File: src/design/dtfp_pkg.sv
// ----------------------------------------------------------------------------
// dtfp_pkg - shared types and constants for the decimal text parser
// Request payload types, result status codes, character codes and the
// power-of-ten table used for scaling and fraction padding.
// ----------------------------------------------------------------------------
`default_nettype none

package dtfp_pkg;

    localparam int FRAC_DIGITS_DEF = 4;

    localparam logic [7:0] CH_ZERO  = 8'h30;
    localparam logic [7:0] CH_NINE  = 8'h39;
    localparam logic [7:0] CH_POINT = 8'h2E;
    localparam logic [7:0] CH_MINUS = 8'h2D;
    localparam logic [7:0] CH_PLUS  = 8'h2B;

    typedef enum logic [1:0] {
        ST_OK        = 2'd0,
        ST_MALFORMED = 2'd1,
        ST_OVERFLOW  = 2'd2
    } t_status;

    typedef struct packed {
        logic [7:0] ch;
        logic       no_char;
        logic       is_last;
    } t_in_item;

    typedef struct packed {
        logic signed [63:0] tick_value;
        logic [1:0]         status;
    } t_out_item;

    // Parse state of one finished string, handed to the result stage
    typedef struct packed {
        logic [63:0] whole;
        logic [63:0] tick;
        logic [19:0] frac;
        logic        neg;
        logic        saw_digit;
        logic        bad;
        logic        ovf;
    } t_fin;

    function automatic logic [63:0] pow10(input logic [2:0] n);
        logic [63:0] p;
        unique case (n)
            3'd0:    p = 64'd1;
            3'd1:    p = 64'd10;
            3'd2:    p = 64'd100;
            3'd3:    p = 64'd1000;
            3'd4:    p = 64'd10000;
            3'd5:    p = 64'd100000;
            3'd6:    p = 64'd1000000;
            default: p = 64'd10000000;
        endcase
        return p;
    endfunction

endpackage

`default_nettype wire

File: src/design/decimal_text_to_fixed_point_top.sv
// ----------------------------------------------------------------------------
// decimal_text_to_fixed_point_top - decimal string to fixed-point parser
// Takes a price string one character per request and returns the signed
// value in ticks (whole * 10^FRAC_DIGITS + fraction) with a status code.
//
//   channel | direction | handshake                 | payload
//   --------+-----------+---------------------------+-----------------------
//   in      | into      | i_in_valid / o_in_stall   | i_in_item  (t_in_item)
//   out     | out of    | o_out_valid / i_out_stall | o_out_item (t_out_item)
//
// One character request per cycle while o_in_stall is low; a result passes
// from the edge that takes the last character through the input register,
// then the accumulator, then the result register.
// The accumulator's multiply-by-ten and add sets the cycle time.
// A stalled result freezes all three stages together.
// Synchronous active-low reset clears the parse state and all valid bits.
// ----------------------------------------------------------------------------
`default_nettype none

module decimal_text_to_fixed_point_top
    import dtfp_pkg::*;
#(
    parameter int FRAC_DIGITS = FRAC_DIGITS_DEF
) (
    input  wire logic     i_clk,
    input  wire logic     i_rst_n,
    input  wire logic     i_in_valid,
    output logic          o_in_stall,
    input  wire t_in_item i_in_item,
    output logic          o_out_valid,
    input  wire logic     i_out_stall,
    output t_out_item     o_out_item
);

    logic      en;
    logic      r_in_valid;
    t_in_item  r_in_item;
    logic      fin_valid;
    t_fin      fin;

    // pipeline moves whenever the result register is free or being taken
    assign en         = !o_out_valid || !i_out_stall;
    assign o_in_stall = !en;

    always_ff @(posedge i_clk) begin
        if (!i_rst_n) begin
            r_in_valid <= 1'b0;
        end else if (en) begin
            r_in_valid <= i_in_valid;
        end
    end

    always_ff @(posedge i_clk) begin
        if (en) begin
            r_in_item <= i_in_item;
        end
    end

    dtfp_accum #(
        .FRAC_DIGITS (FRAC_DIGITS)
    ) u_accum (
        .i_clk       (i_clk),
        .i_rst_n     (i_rst_n),
        .i_en        (en),
        .i_valid     (r_in_valid),
        .i_item      (r_in_item),
        .o_fin_valid (fin_valid),
        .o_fin       (fin)
    );

    dtfp_finish #(
        .FRAC_DIGITS (FRAC_DIGITS)
    ) u_finish (
        .i_clk       (i_clk),
        .i_rst_n     (i_rst_n),
        .i_en        (en),
        .i_fin_valid (fin_valid),
        .i_fin       (fin),
        .o_valid     (o_out_valid),
        .o_item      (o_out_item)
    );

endmodule

`default_nettype wire

File: src/design/dtfp_accum.sv
// ----------------------------------------------------------------------------
// dtfp_accum - character accumulator
// Runs the sign/integer/fraction grammar one character per enabled cycle and
// keeps the running magnitude both unscaled (for the overflow rule) and in
// ticks. On the last character it snapshots the state and starts afresh.
// ----------------------------------------------------------------------------
`default_nettype none

module dtfp_accum
    import dtfp_pkg::*;
#(
    parameter int FRAC_DIGITS = FRAC_DIGITS_DEF
) (
    input  wire logic     i_clk,
    input  wire logic     i_rst_n,
    input  wire logic     i_en,
    input  wire logic     i_valid,
    input  wire t_in_item i_item,
    output logic          o_fin_valid,
    output t_fin          o_fin
);

    typedef enum logic [1:0] {
        PH_START = 2'd0,
        PH_INT   = 2'd1,
        PH_FRAC  = 2'd2
    } t_phase;

    localparam logic [19:0] SCALE     = 20'(pow10(3'(FRAC_DIGITS)));
    localparam logic [2:0]  FRAC_MAX  = 3'(FRAC_DIGITS);
    localparam logic [67:0] TOP       = 68'h0_8000_0000_0000_0000;

    t_phase      r_phase,      n_phase;
    logic        r_neg,        n_neg;
    logic [63:0] r_whole,      n_whole;
    logic [63:0] r_tick,       n_tick;
    logic [19:0] r_frac,       n_frac;
    logic [2:0]  r_frac_cnt,   n_frac_cnt;
    logic        r_saw,        n_saw;
    logic        r_bad,        n_bad;
    logic        r_ovf,        n_ovf;
    logic        r_fin_valid;
    t_fin        r_fin;

    logic        is_digit;
    logic [3:0]  d;
    logic [67:0] whole_x10;
    logic [23:0] int_step;
    logic [63:0] tick_int;
    logic [19:0] frac_step;
    logic [63:0] tick_frac;

    assign is_digit  = (i_item.ch >= CH_ZERO) && (i_item.ch <= CH_NINE);
    assign d         = 4'(i_item.ch - CH_ZERO);
    assign whole_x10 = ({4'b0, r_whole} << 3) + ({4'b0, r_whole} << 1) + 68'(d);
    assign int_step  = 24'(d) * 24'(SCALE);
    assign tick_int  = (r_tick << 3) + (r_tick << 1) + 64'(int_step);
    // weight of the next kept fraction digit: 10^(FRAC_DIGITS - 1 - count)
    assign frac_step = 20'(24'(d) * 24'(pow10(FRAC_MAX - 3'd1 - r_frac_cnt)));
    assign tick_frac = r_tick + 64'(frac_step);

    always_comb begin
        n_phase    = r_phase;
        n_neg      = r_neg;
        n_whole    = r_whole;
        n_tick     = r_tick;
        n_frac     = r_frac;
        n_frac_cnt = r_frac_cnt;
        n_saw      = r_saw;
        n_bad      = r_bad;
        n_ovf      = r_ovf;
        if (!i_item.no_char && !r_bad) begin
            priority if (is_digit) begin
                n_saw = 1'b1;
                if (r_phase == PH_FRAC) begin
                    // surplus fraction digits are dropped
                    if (r_frac_cnt < FRAC_MAX) begin
                        n_frac     = r_frac + frac_step;
                        n_frac_cnt = r_frac_cnt + 3'd1;
                        n_tick     = tick_frac;
                    end
                end else begin
                    n_phase = PH_INT;
                    if (!r_ovf) begin
                        if (whole_x10 > TOP) begin
                            n_ovf = 1'b1;
                        end else begin
                            n_whole = whole_x10[63:0];
                            n_tick  = tick_int;
                        end
                    end
                end
            end else if (i_item.ch == CH_POINT) begin
                if (r_phase == PH_FRAC) begin
                    n_bad = 1'b1;
                end else begin
                    n_phase = PH_FRAC;
                end
            end else if ((i_item.ch == CH_PLUS || i_item.ch == CH_MINUS) &&
                         r_phase == PH_START && !r_saw) begin
                n_neg   = (i_item.ch == CH_MINUS);
                n_phase = PH_INT;
            end else begin
                n_bad = 1'b1;
            end
        end
    end

    always_ff @(posedge i_clk) begin
        if (!i_rst_n) begin
            r_phase     <= PH_START;
            r_neg       <= 1'b0;
            r_whole     <= '0;
            r_tick      <= '0;
            r_frac      <= '0;
            r_frac_cnt  <= '0;
            r_saw       <= 1'b0;
            r_bad       <= 1'b0;
            r_ovf       <= 1'b0;
            r_fin_valid <= 1'b0;
        end else if (i_en) begin
            r_fin_valid <= i_valid && i_item.is_last;
            if (i_valid) begin
                if (i_item.is_last) begin
                    r_phase    <= PH_START;
                    r_neg      <= 1'b0;
                    r_whole    <= '0;
                    r_tick     <= '0;
                    r_frac     <= '0;
                    r_frac_cnt <= '0;
                    r_saw      <= 1'b0;
                    r_bad      <= 1'b0;
                    r_ovf      <= 1'b0;
                end else begin
                    r_phase    <= n_phase;
                    r_neg      <= n_neg;
                    r_whole    <= n_whole;
                    r_tick     <= n_tick;
                    r_frac     <= n_frac;
                    r_frac_cnt <= n_frac_cnt;
                    r_saw      <= n_saw;
                    r_bad      <= n_bad;
                    r_ovf      <= n_ovf;
                end
            end
        end
    end

    always_ff @(posedge i_clk) begin
        if (i_en && i_valid && i_item.is_last) begin
            r_fin.whole     <= n_whole;
            r_fin.tick      <= n_tick;
            r_fin.frac      <= n_frac;
            r_fin.neg       <= n_neg;
            r_fin.saw_digit <= n_saw;
            r_fin.bad       <= n_bad;
            r_fin.ovf       <= n_ovf;
        end
    end

    assign o_fin_valid = r_fin_valid;
    assign o_fin       = r_fin;

`ifndef SYNTHESIS
    a_frac_cnt_bound: assert property (@(posedge i_clk) disable iff (!i_rst_n)
        r_frac_cnt <= FRAC_MAX)
        else $error("fraction digit count beyond kept width");

    a_cleared_after_last: assert property (@(posedge i_clk) disable iff (!i_rst_n)
        r_fin_valid |-> (r_phase == PH_START && !r_saw && !r_bad && !r_ovf))
        else $error("parse state not cleared after last character");

    a_ovf_needs_digit: assert property (@(posedge i_clk) disable iff (!i_rst_n)
        r_ovf |-> (r_saw && r_phase != PH_START))
        else $error("overflow flagged without integer digits");
`endif

endmodule

`default_nettype wire

File: src/design/dtfp_finish.sv
// ----------------------------------------------------------------------------
// dtfp_finish - result stage
// Checks the scaled magnitude against the signed range, applies the sign
// and holds the result in the output register.
// ----------------------------------------------------------------------------
`default_nettype none

module dtfp_finish
    import dtfp_pkg::*;
#(
    parameter int FRAC_DIGITS = FRAC_DIGITS_DEF
) (
    input  wire logic  i_clk,
    input  wire logic  i_rst_n,
    input  wire logic  i_en,
    input  wire logic  i_fin_valid,
    input  wire t_fin  i_fin,
    output logic       o_valid,
    output t_out_item  o_item
);

    localparam logic [63:0] SCALE = pow10(3'(FRAC_DIGITS));
    localparam logic [63:0] TOP   = 64'h8000_0000_0000_0000;
    // whole*SCALE + frac > limit  <=>  whole > Q, or whole == Q and frac > R
    localparam logic [63:0] Q_POS = (TOP - 64'd1) / SCALE;
    localparam logic [63:0] R_POS = (TOP - 64'd1) % SCALE;
    localparam logic [63:0] Q_NEG = TOP / SCALE;
    localparam logic [63:0] R_NEG = TOP % SCALE;

    logic        r_valid;
    t_out_item   r_item;
    logic [63:0] q;
    logic [63:0] r;
    logic        too_big;
    t_status     status;
    logic [63:0] value;

    assign q       = i_fin.neg ? Q_NEG : Q_POS;
    assign r       = i_fin.neg ? R_NEG : R_POS;
    assign too_big = (i_fin.whole > q) || (i_fin.whole == q && 64'(i_fin.frac) > r);

    always_comb begin
        value = '0;
        priority if (i_fin.bad || !i_fin.saw_digit) begin
            status = ST_MALFORMED;
        end else if (i_fin.ovf || too_big) begin
            status = ST_OVERFLOW;
        end else begin
            status = ST_OK;
            value  = i_fin.neg ? (64'd0 - i_fin.tick) : i_fin.tick;
        end
    end

    always_ff @(posedge i_clk) begin
        if (!i_rst_n) begin
            r_valid <= 1'b0;
        end else if (i_en) begin
            r_valid <= i_fin_valid;
        end
    end

    always_ff @(posedge i_clk) begin
        if (i_en && i_fin_valid) begin
            r_item.tick_value <= $signed(value);
            r_item.status     <= status;
        end
    end

    assign o_valid = r_valid;
    assign o_item  = r_item;

`ifndef SYNTHESIS
    a_zero_on_error: assert property (@(posedge i_clk) disable iff (!i_rst_n)
        (r_valid && r_item.status != ST_OK) |-> (r_item.tick_value == 64'sd0))
        else $error("non-zero value with error status");

    a_status_code: assert property (@(posedge i_clk) disable iff (!i_rst_n)
        r_valid |-> (r_item.status == ST_OK || r_item.status == ST_MALFORMED ||
                     r_item.status == ST_OVERFLOW))
        else $error("undefined status code");

    a_hold_when_stalled: assert property (@(posedge i_clk) disable iff (!i_rst_n)
        (r_valid && !i_en) |=> (r_valid && $stable(r_item)))
        else $error("result changed while pipeline frozen");
`endif

endmodule

`default_nettype wire
File: config.mk
export PLATFORM = sky130hd
export DESIGN_NAME = decimal_text_to_fixed_point_top
export DESIGN_NICKNAME = d
export VERILOG_FILES = /design/src/design/dtfp_pkg.sv /design/src/design/decimal_text_to_fixed_point_top.sv /design/src/design/dtfp_accum.sv /design/src/design/dtfp_finish.sv
export SDC_FILE = /design/constraint.sdc
export NUM_CORES = 1
export LEC_CHECK = 0
export BUFFER_PORTS_ARGS = -buffer_cell sky130_fd_sc_hd__buf_2
export CORE_ASPECT_RATIO = 1.1
export CORE_MARGIN = 2
export CORE_UTILIZATION = 37
export CTS_CLUSTER_SIZE = 24
export DETAILED_ROUTE_END_ITERATION = 12
export PLACE_DENSITY = 0.52
export SETUP_SLACK_MARGIN = 0.1
export SLEW_MARGIN = 20
export SYNTH_ARGS = -nofsm -noshare
export SYNTH_HDL_FRONTEND = slang
export SYNTH_SLANG_ARGS = --single-unit
export TNS_END_PERCENT = 1
File: constraint.sdc
create_clock -name i_clk -period 8.4 [get_ports i_clk]
set_clock_uncertainty 0.05 [all_clocks]
set_input_delay 1.26 -clock i_clk [delete_from_list [all_inputs] [get_ports i_clk]]
set_output_delay 1.26 -clock i_clk [all_outputs]
set_load 0.005 [all_outputs]
==> results by group, run 1 <==
Run status
  • Status: completed

Global route
  • Total grt overflow: 0
  • First-pass GRT wire length: 151 mm
  • Largest net degree at the start of global routing: 92
  • Initial antenna violation count: 3
  • GRT Overall Usage: 0.220
  • Vias in the first global route: 26100

Pwr
  • Seq pwr share: 0.430
  • Clock share of power: 0.467
  • Max IR drop VDD: 136 uV
  • Pwr dens: 138 nW/um^2
  • Leakage power: 14.8 nW
  • Switching Fraction: 0.260
  • P_sw: 1.24 mW
  • Internal power: 3.52 mW
  • Gate power share: 0.103

Detailed routing
  • Wirelength per Cell: 20.2 um
  • Total number of vias: 26700
  • Routed wire length: 95.8 mm
  • DRC: 0
  • Final ANT Viol Nets: 0
  • DRT Pass-1 Iters: 6
  • DRT iter0 DRCs: 1777
  • Vias/cell: 5.61

Clock network
  • CTS Root Cell: clkbuf_16
  • CTS Buffer Depth: 3
  • Later-pin clock latency in the skew report: 0.64 ns
  • # clock sinks: 388
  • CTS H-tree lvls: 2
  • Worst-path clk slew: 0.06 ns
  • TritonCTS clock tree: yes
  • CTS Buf Count: 48
  • Post-CTS Setup Inserts: 0

Yosys
  • Yosys reg bits: 388
  • Post-synth EDFFs: 228
  • Count of cell types in the netlist: 94
  • Syn Std Cell Area: 31200 sq um
  • Asr flop ratio synth: 0
  • Sequential-to-total area share from yosys stat: 0.322
  • Post-Syn Area per Cell: 8.77 sq um
  • Synth warn: 0
  • Syn Nets: 3953
  • Post-Syn Instances: 3560
  • Ys flop type: edfxtp_1

Hold path
  • Worst Min Path Start: u_accum.r_tick[63]
  • Hold Path Stages: 2
  • Hold Path Sink: u_accum.r_tick[63]
  • Hold WC Path Type: reg2reg

Floorplanning
  • Die span in y: 309 um
  • Core area: 83500 sq um
  • Initial Util: 0.374
  • Die area: 86700 sq um
  • Die Span X: 281 um
  • # IOs: 82
  • Row Count: 111

STA
  • Max Fclk: 0.129 GHz
  • Fin worst setup slack: 0.651 ns
  • Final Max Tran Viols: 0
  • Crit share post-route: 0.922
  • Min Tclk post-route: 7.75 ns
  • # setup viols final: 0
  • Final setup TNS: 0 ns
  • Measured slew at the worst slew-check pin: 1.07 ns
  • Slew margin rel.: 0.281
  • RSZ-0062 raised after global routing: false
  • Hold Violations, Final: 0

Cells and area
  • Layout cells sized above 1: 0.0820
  • Most frequent cells in the layout: 418 x nand2_1, 327 x ha_1, 290 x nor2_1
  • Final layout net count: 3976
  • Commonest non-fill, non-tap cell in the layout: nand2_1
  • Area Overhead vs Synth: 10.7%

Setup path
  • CP peak stage delay: 0.54 ns
  • Arrival time worst endpoint: 8.28 ns
  • RR Startpoint: u_accum.r_frac_cnt[1]
  • Critical Path Start Type: flip-flop
  • Worst r2r path cells: 37
  • Slowest stage cell, crit path: fa_1
  • Worst-path fanout max: 12
  • CP required: 8.94 ns
  • Critical path type: reg2reg
  • CP Capture Type: flip-flop
  • Crit Reg-Reg Endpoint: u_accum.r_tick[30]
  • Cell repeated most along the worst path: a21oi_1
  • Setup slack, reg-to-reg: 0.65 ns

Placement
  • Post-place setup slack: 0.264 ns
  • Post-DP HPWL: 70.6 mm
  • IO Port Bufs: 81
  • GP Congestion: 0.909

Run
  • Number of max-cap violations: 0
worst max-delay path by stage:
| stage | start | end | slack, ns |
|---|---|---|---|
| finish | u_accum.r_frac_cnt[1] | u_accum.r_tick[30] | 0.65 |
| global route | u_accum.r_frac_cnt[1] | u_accum.r_tick[55] | 0.13 |
| CTS | u_accum.r_frac_cnt[0] | u_accum.r_tick[55] | 0.27 |
| detailed placement | u_accum.r_frac_cnt[0] | u_accum.r_tick[55] | 0.26 |
| global placement | u_accum.r_frac_cnt[0] | u_accum.o_fin[81] | 0.45 |
| floorplan | u_accum.r_frac_cnt[1] | u_accum.r_tick[55] | 0.51 |
synthesized netlist by cell type (31+ instances only):
| master | number | area, sq um |
|---|---|---|
| o21ai_0 | 197 | 986 |
| ha_1 | 328 | 4100 |
| nand2b_1 | 41 | 257 |
| xor2_1 | 115 | 1010 |
| and3_1 | 52 | 325 |
| nand2_1 | 420 | 1580 |
| nand3_1 | 77 | 385 |
| a21o_1 | 71 | 533 |
| nor3_1 | 79 | 395 |
| nor4_1 | 33 | 206 |
| clkbuf_1 | 118 | 443 |
| nand4_1 | 46 | 288 |
| a21oi_1 | 247 | 1240 |
| nor2b_1 | 49 | 307 |
| inv_1 | 173 | 649 |
| fa_1 | 51 | 1020 |
| edfxtp_1 | 228 | 6850 |
| nor2_1 | 291 | 1090 |
| xnor2_1 | 94 | 823 |
| a22o_1 | 107 | 937 |
| dfxtp_1 | 160 | 3200 |
| o31ai_1 | 33 | 248 |
| o21a_1 | 31 | 233 |
what timing repair did:
| item | CTS | global route |
|---|---|---|
| endpoints found under the hold margin | 0 | 0 |
| setup endpoints to repair | 0 | 65 |
| hold buffers | 0 | 0 |
| resized for setup | 0 | 14 |
flip-flops by register name (all words and copies together) (netlist names), 2 cells and up:
| register | count |
|---|---|
| u_accum.o_fin | 152 |
| r_in_item | 10 |
| u_accum.r_frac_cnt | 3 |
| u_finish.o_item | 66 |
| u_accum.r_phase | 2 |
| u_accum.r_whole | 64 |
| u_accum.r_frac | 20 |
| u_accum.r_tick | 64 |
worst max-delay path, delay by kind of cell, from the launching register on:
| family | cells | cell delay [ns] |
|---|---|---|
| AO/OA/AOI/OAI | 14 | 2.78 |
| adder cells (fa/ha/maj) | 5 | 1.99 |
| AND/OR/NAND/NOR | 11 | 1.65 |
| buffers and inverters | 6 | 0.73 |
| flip-flops | 1 | 0.36 |
| XOR/XNOR | 1 | 0.19 |
power by group through the flow:
stage                     clock network [mW]  registers [mW]  logic, mW
after floorplan                            0            2.09      0.341
after global placement                     0            2.09      0.488
after detailed placement                   0            2.09      0.488
after CTS                               2.28            2.05      0.491
after global routing                    2.34            2.05      0.548
final                                   2.22            2.05      0.491
cells by family (layout without fill, tap and decap cells):
family,after synthesis,in the layout,synth area share
XOR/XNOR,209,209,0.0586
multiplexers,23,23,0.00761
flip-flops,388,388,0.322
buffers and inverters,333,395,0.0417
AO/OA/AOI/OAI,1017,1017,0.223
AND/OR/NAND/NOR,1211,1211,0.183
other,0,1,0
adder cells (fa/ha/maj),379,379,0.164
routing by layer:
metal | GRT usage | vias up | routed length [um]
li1 | - | 13200 | -
met2 | 0.371 | 517 | 44600
met4 | 0.0597 | 0 | 2370
met5 | 0 | - | 0
met1 | 0.299 | 12900 | 45200
met3 | 0.0257 | 130 | 3660
layout make-up:
class,count,area (sq um)
Antenna cell,1,2.50
Clock buffer,66,1350
Clock inverter,23,318
Fill cell,8397,48900
Inverter,177,669
Multi-Input combinational cell,2839,20000
Sequential cell,388,10000
Tap cell,1130,1410
Timing Repair Buffer,129,803
metrics by stage:
stage | hold WS [ns] | instances | total power, mW | util | area [sq um]
2_1_floorplan | 0.400 | 3560 | 2.43 | - | 31200
5_1_grt | 0.461 | 4753 | 4.94 | 0.414 | 34600
3_5_place_dp | 0.430 | 4663 | 2.58 | 0.394 | 32900
3_3_place_gp | 0.429 | 4663 | 2.58 | 0.394 | 32900
4_1_cts | 0.438 | 4752 | 4.81 | 0.414 | 34500
6_report | 0.443 | 4753 | 4.76 | 0.414 | 34600
Note: power is estimated with default switching activity, not from simulation.
==> run 2, diff against run 1 <==
Settings changed: CELL_PAD_IN_SITES_DETAIL_PLACEMENT set to 2, CELL_PAD_IN_SITES_GLOBAL_PLACEMENT set to 2, PLACE_DENSITY 0.52 to 0.73.
Clock period 8.4 ns to 8.7 ns, I/O delays scaled along.
==> run 2 against run 1 <==
Against the previous run:
- sequential power down 3%
- core utilization about the same
- die area unchanged
- final area increased by 0.12%
- cell count grew 0.23%
- non-clock buffer count grew 8
- register-to-register slack worse by 0.07 ns
- critical endpoint is now u_accum.o_fin[82]
==> results by group, run 2 (same netlist as run 1, synthesis figures left out) <==
Cells and area
  • Commonest non-fill, non-tap cell in the layout: nand2_1
  • Final Util: 0.415 (+0.000479)
  • Most frequent cells in the layout: 418 x nand2_1, 327 x ha_1, 289 x nor2_1
  • Layout cells sized above 1: 0.0839 (+0.00193)
  • Final std cells w/o fill: 4764 (+0.23%)
  • Final layout net count: 3986 (+0.25%)
  • # diodes: 0 (-1)
  • Area Overhead vs Synth: 10.8%
  • Largest register FFs: 152 (unchanged)

STA
  • Hold Violations, Final: 0 (unchanged)
  • Max Fclk: 0.123 GHz (-4.6%)
  • RSZ-0062 raised after global routing: true
  • Slew margin rel.: 0.280 (-0.00177)
  • # setup viols final: 0 (unchanged)
  • Final setup TNS: 0 ns (unchanged)
  • Crit share post-route: 0.933 (+0.0107)
  • Min Tclk post-route: 8.12 ns (+0.370 ns)
  • Final Max Tran Viols: 0 (unchanged)
  • Fin worst setup slack: 0.581 ns (-0.0701 ns)
  • Measured slew at the worst slew-check pin: 1.08 ns (+0.0103 ns)

Floorplanning
  • Row Count: 111 (unchanged)
  • Initial Util: 0.374 (unchanged)
  • Core area: 83500 sq um (unchanged)
  • Die Span X: 281 um (unchanged)
  • Die span in y: 309 um (unchanged)
  • Die area: 86700 sq um (unchanged)
  • # IOs: 82 (unchanged)

Detailed routing
  • Wirelength per Cell: 24.0 um (+19%)
  • Total number of vias: 28000 (+5.2%)
  • Vias/cell: 5.89 (+4.9%)
  • DRC: 0 (unchanged)
  • Final ANT Viol Nets: 0 (unchanged)
  • Routed wire length: 114 mm (+19%)
  • DRT Pass-1 Iters: 5 (-1)
  • DRT iter0 DRCs: 1298 (-27%)

Setup path
  • Arrival time worst endpoint: 8.41 ns (+0.13 ns)
  • CP Capture Type: flip-flop
  • RR Startpoint: u_accum.r_frac_cnt[0]
  • CP required: 8.99 ns (+0.05 ns)
  • Cell family with most CP delay: compound AO/OA/AOI/OAI gates
  • Critical Path Start Type: flip-flop
  • Critical path type: reg2reg
  • Slowest stage cell, crit path: fa_1
  • Buf+Inv Stages, Crit Path: 6 (unchanged)
  • Setup crit start: u_accum.r_frac_cnt[0]
  • Worst-path fanout max: 12 (unchanged)
  • CP peak stage delay: 0.54 ns (about the same)

Clock network
  • CTS H-tree lvls: 2 (unchanged)
  • CTS Root Cell: clkbuf_16
  • CTS Buffer Depth: 3 (unchanged)
  • # hold bufs at CTS: 0 (unchanged)
  • TritonCTS clock tree: yes
  • # clock sinks: 388 (unchanged)
  • Worst-path clk slew: 0.06 ns (about the same)
  • CTS Buf Count: 50 (+4.2%)
  • Later-pin clock latency in the skew report: 0.63 ns (about the same)

Pwr
  • Leakage power: 14.9 nW (+0.19%)
  • Pwr dens: 134 nW/um^2 (-2.9%)
  • Max IR drop VDD: 141 uV (+3.8%)
  • Total Power: 4.63 mW (-2.8%)

Placement
  • IO Port Bufs: 81 (unchanged)
  • GP Congestion: 0.896 (-1.5%)
  • Post-DP HPWL: 87.6 mm (+24%)
  • Dpl cells: 4670 (+0.15%)
  • Post-place setup slack: -0.0962 ns (-0.360 ns)

Hold path
  • Worst Min Path Start: u_accum.o_fin_valid
  • Hold WC Path Type: reg2reg

Global route
  • Largest net degree at the start of global routing: 82 (-11%)
  • Initial antenna violation count: 1 (-2)
  • GRT Overall Usage: 0.261 (+0.0405)
  • Vias in the first global route: 30600 (+17%)
  • First-pass GRT wire length: 179 mm (+18%)
  • Total grt overflow: 0 (unchanged)

Run status
  • Status: completed

Run
  • Number of max-cap violations: 0 (unchanged)
## run 2: cell count changes in the layout (fill, tap and decap cells not counted), moves of 3 or more
cell and change:
buf_4 +10, clkinv_1 +6, clkbuf_8 -5, clkbuf_1 -3
clkbuf_16 +3, clkinvlp_4 +3
## run 2: path summary, 6_finish.rpt
check	slack, ns	to	cells past startpoint
min	0.44	u_accum.o_fin_valid	2
max reg2reg	0.58	u_accum.o_fin[82]	37
max	0.58	u_accum.o_fin[82]	37
min reg2reg	0.44	u_accum.o_fin_valid	2
## run 2: metal layers
layer	part of all wire	vias up	routed length, um	global-route usage
li1	-	13200	-	-
met1	0.44	14300	50200	0.325
met2	0.51	445	57900	0.477
met3	0.029	156	3310	0.0258
met4	0.025	0	2850	0.0705
met5	0	-	0	0
## run 2: power by group
group / internal (mW) / total (mW) / switching [mW] / leakage, nW
clock network: 1.26 / 2.15 / 0.897 / 0.807
registers: 1.96 / 1.98 / 0.0168 / 3.52
logic: 0.170 / 0.498 / 0.327 / 10.5
total: 3.39 / 4.63 / 1.24 / 14.9
## run 2: stage by stage
| stage | area (sq um) | hold slack [ns] |
|---|---|---|
| finish | 34600 | 0.445 |
| global route | 34600 | 0.464 |
| CTS | 34600 | 0.449 |
| detailed placement | 32900 | 0.438 |
| global placement | 32900 | 0.416 |
| floorplan | 31200 | 0.400 |
## run 2: worst register-to-register path: cells and delay by family, from the launching register on
family                   cells  cell delay [ns]
adder cells (fa/ha/maj)      5             2.07
XOR/XNOR                     1             0.12
AO/OA/AOI/OAI               12             2.28
flip-flops                   1             0.35
buffers and inverters        6             0.86
AND/OR/NAND/NOR             13             2.12
## run 2: area by class of cell
class                      instances  area, sq um
clock buffer                      61         1340
clock inverter                    32          338
fill                            9081        48900
inverter                         177          669
multi-input combinational       2839        20000
sequential                       388        10000
tap                             1130         1410
timing repair buffer             137          838
## run 2: what timing repair did
action                                  in CTS  in global routing
endpoints found under the setup margin      17                 73
resized for setup                            4                 10
buffers inserted                             0                  1
pin swaps                                    0                  2
